File: src/design/cgpq_pkg.sv
`timescale 1ns / 1ps
// ----------------------------------------------------------------------------
// cgpq_pkg
// Shared types and constants of the credit gated packet queue.
// ----------------------------------------------------------------------------
package cgpq_pkg;

  localparam int QUEUE_DEPTH_DEF      = 8;
  localparam int MAX_PACKET_BYTES_DEF = 32;

  localparam int CH_W   = 16;
  localparam int BYTE_W = 8;

  typedef logic [1:0] cmd_t;
  localparam cmd_t CMD_BYTE   = 2'd0;
  localparam cmd_t CMD_CREDIT = 2'd1;
  localparam cmd_t CMD_OPEN   = 2'd2;

  typedef logic [1:0] status_t;
  localparam status_t ST_DIRECT = 2'd0;
  localparam status_t ST_QUEUED = 2'd1;
  localparam status_t ST_FULL   = 2'd2;

  typedef enum logic [1:0] {
    S_IDLE,
    S_HEAD,
    S_SEND,
    S_DECIDE
  } state_t;

endpackage

File: src/design/credit_gated_packet_queue.sv
`timescale 1ns / 1ps
// ----------------------------------------------------------------------------
// credit_gated_packet_queue
// Outgoing packet ring with cut-through send, credit retry and full reject.
// ----------------------------------------------------------------------------
// Non-final byte, credit miss, open and unused codes: no results, never busy.
// Sending a packet: a slot read in S_HEAD for a queued one, then one byte read
// from the byte memory per cycle; each result shows in the cycle after its read.
// Last byte: head sent first if link ready; S_DECIDE then sends, queues or rejects it.
// Results are strobed for one cycle and cannot be stalled.
// Synchronous active-low reset clears indices, staged count and sequencer.
module credit_gated_packet_queue #(
  parameter int QUEUE_DEPTH      = cgpq_pkg::QUEUE_DEPTH_DEF,
  parameter int MAX_PACKET_BYTES = cgpq_pkg::MAX_PACKET_BYTES_DEF
) (
  input  logic                       clk,
  input  logic                       rst_n,
  input  logic                       start,
  output logic                       busy,
  input  cgpq_pkg::cmd_t             in_cmd,
  input  logic [cgpq_pkg::CH_W-1:0]  in_channel_id,
  input  logic [cgpq_pkg::BYTE_W-1:0] in_data_byte,
  input  logic                       in_last_byte,
  input  logic                       in_link_ready,
  output logic                       out_valid,
  output logic                       out_kind,
  output logic [cgpq_pkg::CH_W-1:0]  out_channel_id,
  output logic [cgpq_pkg::BYTE_W-1:0] out_byte,
  output logic                       out_packet_end,
  output cgpq_pkg::status_t          out_send_status,
  output logic                       out_run_end
);

  import cgpq_pkg::*;

  localparam int QW    = (QUEUE_DEPTH > 1) ? $clog2(QUEUE_DEPTH) : 1;
  localparam int IDX_W = $clog2(MAX_PACKET_BYTES);
  localparam int CNT_W = $clog2(MAX_PACKET_BYTES + 1);
  localparam int BDEPTH = QUEUE_DEPTH << IDX_W;
  localparam logic [QW-1:0]    LAST_SLOT = QW'(QUEUE_DEPTH - 1);
  localparam logic [CNT_W-1:0] MAX_CNT   = CNT_W'(MAX_PACKET_BYTES);

  function automatic logic [QW-1:0] inc_slot(input logic [QW-1:0] x);
    return (x == LAST_SLOT) ? '0 : x + 1'b1;
  endfunction

  logic [BYTE_W-1:0]     byte_mem [BDEPTH];
  logic [CH_W+CNT_W-1:0] slot_mem [QUEUE_DEPTH];

  state_t            state_r, state_nxt;
  logic [QW-1:0]     ins_r, rem_r;
  logic [CNT_W-1:0]  staged_r;
  logic [CNT_W-1:0]  len_r;
  logic [CH_W-1:0]   ch_r;
  logic              ready_r;
  logic              pkt_pend_r;
  logic [QW-1:0]     send_slot_r;
  logic [CNT_W-1:0]  send_len_r;
  logic [IDX_W-1:0]  send_idx_r;
  logic [CH_W-1:0]   send_ch_r;
  logic              send_final_r;
  logic [CH_W+CNT_W-1:0] slot_rd_r;
  logic [BYTE_W-1:0] byte_rd_r;

  logic              out_valid_r, out_kind_r, out_pend_r, out_run_end_r;
  logic [CH_W-1:0]   out_ch_r;
  status_t           out_status_r;

  logic accept, empty, full, direct, room;
  logic byte_we, slot_we;
  logic emit_byte, emit_status, pend;
  status_t status_code;

  assign busy   = (state_r != S_IDLE);
  assign accept = start && !busy;
  assign empty  = (ins_r == rem_r);
  assign full   = (inc_slot(ins_r) == rem_r);
  assign direct = !full && empty && ready_r;
  assign room   = (staged_r < MAX_CNT);
  assign pend   = (CNT_W'(send_idx_r) == send_len_r - CNT_W'(1));

  always_comb begin
    state_nxt = state_r;
    case (state_r)
      S_IDLE: begin
        if (accept && in_cmd == CMD_CREDIT && !empty && in_link_ready) begin
          state_nxt = S_HEAD;
        end else if (accept && in_cmd == CMD_BYTE && in_last_byte) begin
          state_nxt = (!empty && in_link_ready) ? S_HEAD : S_DECIDE;
        end
      end
      S_HEAD:   state_nxt = S_SEND;
      S_SEND: begin
        if (pend) begin
          state_nxt = pkt_pend_r ? S_DECIDE : S_IDLE;
        end
      end
      S_DECIDE: state_nxt = direct ? S_SEND : S_IDLE;
      default:  state_nxt = S_IDLE;
    endcase
  end

  always_comb begin
    byte_we     = accept && (in_cmd == CMD_BYTE) && room;
    slot_we     = (state_r == S_DECIDE) && !full && !direct;
    emit_byte   = (state_r == S_SEND);
    emit_status = (state_r == S_DECIDE) && !direct;
    status_code = full ? ST_FULL : ST_QUEUED;
  end

  always_ff @(posedge clk) begin
    if (byte_we) begin
      byte_mem[{ins_r, staged_r[IDX_W-1:0]}] <= in_data_byte;
    end
    byte_rd_r <= byte_mem[{send_slot_r, send_idx_r}];
  end

  always_ff @(posedge clk) begin
    if (slot_we) begin
      slot_mem[ins_r] <= {ch_r, len_r};
    end
    slot_rd_r <= slot_mem[rem_r];
  end

  always_ff @(posedge clk) begin
    if (!rst_n) begin
      state_r     <= S_IDLE;
      ins_r       <= '0;
      rem_r       <= '0;
      staged_r    <= '0;
      pkt_pend_r  <= 1'b0;
      out_valid_r <= 1'b0;
    end else begin
      state_r     <= state_nxt;
      out_valid_r <= emit_byte || emit_status;
      case (state_r)
        S_IDLE: begin
          if (accept && in_cmd == CMD_OPEN) begin
            ins_r    <= '0;
            rem_r    <= '0;
            staged_r <= '0;
          end else if (accept && in_cmd == CMD_BYTE) begin
            if (in_last_byte) begin
              staged_r   <= '0;
              pkt_pend_r <= 1'b1;
            end else if (room) begin
              staged_r <= staged_r + 1'b1;
            end
          end else if (accept && in_cmd == CMD_CREDIT) begin
            pkt_pend_r <= 1'b0;
          end
        end
        S_HEAD:   rem_r <= inc_slot(rem_r);
        S_DECIDE: begin
          pkt_pend_r <= 1'b0;
          if (slot_we) begin
            ins_r <= inc_slot(ins_r);
          end
        end
        default: ;
      endcase
    end
  end

  always_ff @(posedge clk) begin
    if (accept && in_cmd == CMD_BYTE && in_last_byte) begin
      len_r   <= room ? staged_r + 1'b1 : staged_r;
      ch_r    <= in_channel_id;
      ready_r <= in_link_ready;
    end
    case (state_r)
      S_IDLE: begin
        send_final_r <= !(in_cmd == CMD_BYTE);
      end
      S_HEAD: begin
        send_slot_r <= rem_r;
        send_ch_r   <= slot_rd_r[CH_W+CNT_W-1:CNT_W];
        send_len_r  <= slot_rd_r[CNT_W-1:0];
        send_idx_r  <= '0;
      end
      S_SEND: begin
        send_idx_r <= send_idx_r + 1'b1;
      end
      S_DECIDE: begin
        send_slot_r  <= ins_r;
        send_ch_r    <= ch_r;
        send_len_r   <= len_r;
        send_idx_r   <= '0;
        send_final_r <= 1'b1;
      end
      default: ;
    endcase
    out_kind_r    <= emit_status;
    out_ch_r      <= emit_byte ? send_ch_r : '0;
    out_pend_r    <= emit_byte && pend;
    out_status_r  <= emit_status ? status_code : ST_DIRECT;
    out_run_end_r <= emit_status || (emit_byte && pend && send_final_r);
  end

  assign out_valid       = out_valid_r;
  assign out_kind        = out_kind_r;
  assign out_channel_id  = out_ch_r;
  assign out_byte        = out_kind_r ? '0 : byte_rd_r;
  assign out_packet_end  = out_pend_r;
  assign out_send_status = out_status_r;
  assign out_run_end     = out_run_end_r;

  a_status_ends_run: assert property (@(posedge clk) disable iff (!rst_n)
    out_valid && out_kind |-> out_run_end && (out_send_status != ST_DIRECT))
    else $error("status result must end its run");

  a_mid_byte_no_end: assert property (@(posedge clk) disable iff (!rst_n)
    out_valid && !out_kind && !out_packet_end |-> !out_run_end)
    else $error("run_end on a non-final byte");

  a_result_follows_work: assert property (@(posedge clk) disable iff (!rst_n)
    out_valid |-> $past(busy))
    else $error("result without sequencer activity");

  a_head_then_send: assert property (@(posedge clk) disable iff (!rst_n)
    state_r == S_HEAD |=> state_r == S_SEND)
    else $error("head read not followed by send");

  a_queue_write_room: assert property (@(posedge clk) disable iff (!rst_n)
    slot_we |=> ins_r != rem_r)
    else $error("queue write left ring empty");

endmodule

File: config.mk
export PLATFORM = sky130hd
export DESIGN_NAME = credit_gated_packet_queue
export DESIGN_NICKNAME = d
export VERILOG_FILES = /design/src/design/cgpq_pkg.sv /design/src/design/credit_gated_packet_queue.sv
export SDC_FILE = /design/constraint.sdc
export NUM_CORES = 2
export LEC_CHECK = 0
export BUFFER_PORTS_ARGS = -buffer_cell sky130_fd_sc_hd__buf_2
export CAP_MARGIN = 20
export CORE_AREA = 3 3 514 516
export CTS_BUF_LIST = sky130_fd_sc_hd__clkbuf_4
export DETAILED_ROUTE_END_ITERATION = 10
export DIE_AREA = 0 0 517 519
export GPL_ROUTABILITY_DRIVEN = 0
export GPL_TIMING_DRIVEN = 0
export SLEW_MARGIN = 15
export SYNTH_ARGS = -nofsm -noshare
export SYNTH_HDL_FRONTEND = slang
export SYNTH_SLANG_ARGS = --single-unit
File: constraint.sdc
create_clock -name clk -period 4.45 [get_ports clk]
set_input_delay 0.445 -clock clk [delete_from_list [all_inputs] [get_ports clk]]
set_output_delay 0.445 -clock clk [all_outputs]
set_load 0.05 [all_outputs]
==> reports/metrics.cfg <==
[setup_path]
cp.depth = 9
path_class = reg -> reg
crit_top_cell = buf_4
r2r-start = send_idx_r[1]$_SDFFCE_PP0P_
r2r_cells = 9
endpoint_kind = register
crit_chain = buf_4 > buf_4 > buf_4 > clkbuf_4 > mux4_2 > a2111oi_1 > o31ai_1 > a221oi_1 > o32ai_2
arrival_ns = 5.94
crit_end = byte_rd_r[6]$_DFF_P_
required_ns = 5.69
cp-startpoint = send_idx_r[1]$_SDFFCE_PP0P_
crit_fanout = 10
r2r_end = byte_rd_r[6]$_DFF_P_
slowest_stage = a2111oi_1
startpoint_type = register
path_buf_inv = 4
critPathMaxStageDelay_ns = 1.00
r2r_setup_slack_ns = -0.25
cp_top_family = compound AO/OA/AOI/OAI gates

[detailed_routing]
detail-route-antenna-nets = 0
routed_via_density = 5.966
dr.pass1.iters = 7
wl_per_cell_microns = 37.83
drt_wl_total_microns = 338000
dr_total_vias = 53291
drc = 0
drtIter0Drc = 9952

[pwr]
clock_power_share = 0.269
switching_share = 0.3875
p_int_mw = 40.89
power_frac_comb = 0.363
vdd_ir_drop_max_uv = 338.1
p_switching_mw = 25.87
pwr-share-seq = 0.368
p_leak_nw = 33.73
p_per_area_nw_per_um2 = 633.2

[cells_and_area]
nets = 5208
layoutNonFillerInstCount = 8933
drive_gt1_frac = 0.3422
area_growth_pct = 15.97
design_area_sq_um = 105400

[timing]
fin_skew_ns = 0.1624
setup_viol = 105
timing.fmax_mhz = 212.7
fin_crit_sh = 1.056
hold_viol = 0
tightest_slew_ns = 1.326
fin_ws_ns = -0.2509
relSlewSlack = 0.1159
drv_slew = 0
period_minus_slack_ns = 4.701
rsz0062_at_grt = true

[synthesis]
synth_xor_xnor_area_share = 0.001541
synth_edf_count = 2278
synth_seq_cells = 2345
synth_top_area_frac = 0.7524
synth_top_family_by_area = multiplexers
ys_warn_count = 0
ys_top_cells_by_area = edfxtp_1, mux4_2, mux2i_1, dfxtp_1, nor2_1
netlist_area_sq_um = 90910
synthSimpleGateAreaFrac = 0.02859
ys_async_sr_fraction = 0
yosysTopAreaCell = edfxtp_1
synth-seq-area-share = 0.7672
synth_mux_area_frac = 0.1559
synthAdderAreaFrac = 0.002064
synth-compound-area-share = 0.02682
yosys-top-cells-count = edfxtp_1, mux4_2, nor2_1
syn_avg_cell_area_sq_um = 20.81
synth_cell_types = 78
syn_inst = 4368
synth_flop_cell = edfxtp_1
synth_most_common_cell = edfxtp_1
synthesis.nets = 4414

[clock_network]
cts_made_buffers = 594
cts.sinks = 2345
clkLatencyLatePin_ns = 1.41
clockRootBuffer = clkbuf_4
h-tree-depth = 6
clk_pin_slew_worst_paths_ns = 0.08
cts_tree = built
clk_path_buf_depth = 4

[grt]
overflow = 0
grt_pass1_wl_microns = 446100
grt_start_max_net_pins = 140
first_global_vias = 51025
antenna_found_initial = 31
track_usage = 0.2480

[outcome]
violations = setup timing
outcome = finished with violations

[placement]
dp_cells = 7901
dpl_worst_slack_ns = -1.208
numPortBuffers = 61
detailed_place_hpwl_microns = 218700
dpl_cell_area_sq_um = 97210

[worst_hold_path]
hold_path.class = in -> reg
min_from = in_data_byte[5]

[floorplanning]
die_w_microns = 517
start_util = 0.3501
io_pins = 62
fp.dieArea_sq_um = 268300
fp-row-count = 187
die_y_microns = 519
coreArea_sq_um = 259700

[flow_run]
maxCapViolCount = 0

-- worst register-to-register path, delay by kind of cell (launching register included) --
family / cells / cell delay [ns]
AOI/OAI and AO/OA: 4 / 1.97
DFF: 1 / 0.38
buffers and inverters: 4 / 1.69
muxes: 1 / 0.48
-- placed cells by master (no fill, tap or decap), drive strengths merged, types with 15 or more instances in the layout --
cell,n
nand2,151
a22oi,26
dfxtp,67
dlygate4sd3,61
mux2,51
nor2b,33
mux4,515
o221ai,23
a2111oi,20
buf,266
diode,23
o22ai,52
clkinv,82
nor2,320
and2,31
o21ai,47
clkbuf,956
edfxtp,2278
nand3,23
mux2i,198
a221oi,31
a211oi,16
nor3,17
inv,37
ha,15
a21oi,55
-- power by group through the flow --
stage               logic, mW  registers (mW)  clock network [mW]
floorplan                10.2            25.1                   0
global placement         22.1            25.1                   0
detailed placement       22.8            25.1                   0
CTS                      23.0            24.6                18.0
global route             23.6            24.6                19.2
finish                   24.2            24.6                18.0
-- state kept, by name, summed over array words and instances (netlist names), 5 cells and up --
name and flops:
out_channel_id 16, len_r 6, send_ch_r 16, slot_rd_r 22
ch_r 16, send_idx_r 5, byte_mem 2048, byte_rd_r 8
staged_r 6, slot_mem 176, send_len_r 6
-- worst min-delay path by stage --
stage | cells after the start | end | slack [ns]
6_report | 2 | byte_mem[204][5]$_DFFE_PP_ | 0.1
5_1_grt | 2 | byte_mem[204][5]$_DFFE_PP_ | 0.04
4_1_cts | 2 | byte_mem[207][7]$_DFFE_PP_ | 0.00006
3_5_place_dp | 1 | out_channel_id[5]$_SDFF_PN0_ | 0.43
3_3_place_gp | 1 | out_channel_id[15]$_SDFF_PN0_ | 0.44
2_1_floorplan | 1 | out_run_end$_DFF_P_ | 0.42
-- what timing repair did --
item | in CTS | in global routing
hold buffers | 61 | 0
setup buffers | 4 | 0
pin swaps | 1 | 0
setup endpoints to repair | 116 | 1009
resized for setup | 61 | 126
endpoints found under the hold margin | 1673 | 0
-- metal layers --
layer / global-route usage / up-vias / part of all wire
met5: 0 / - / 0.00033
met4: 0.1452 / 16 / 0.065
met3: 0.1122 / 948 / 0.16
met2: 0.3496 / 4821 / 0.43
met1: 0.3133 / 27522 / 0.35
li1: - / 19984 / -
-- area by class of cell --
type / count / area (sq um)
Timing Repair Buffer: 199 / 2552
Multi-Input combinational cell: 1745 / 20040
Antenna cell: 23 / 57.56
Fill cell: 23132 / 154300
Clock inverter: 111 / 729.5
Sequential cell: 2345 / 69750
Buffer: 254 / 1718
Tap cell: 3402 / 4257
Clock buffer: 831 / 6238
Inverter: 23 / 86.33
-- logic make-up after synthesis --
| logic type | Yosys count |
|---|---|
| flops | 2345 |
| simple gates | 609 |
| compound gates | 341 |
| fa+ha+maj | 15 |
| buf+inv | 278 |
| xor+xnor | 16 |
| mux | 764 |
-- per-stage QoR --
step	power, mW	util	hold WS (ns)	TNS [ns]
finish	66.76	0.4060	0.09882	-7.067
global route	67.43	0.4058	0.03988	-24.12
CTS	65.53	0.4042	0.00006040	-0.03349
detailed placement	47.81	0.3743	0.4331	-11.40
global placement	47.20	0.3676	0.4440	-913.27
floorplan	35.34	-	0.4195	0
(Power assumes the default switching activity.)
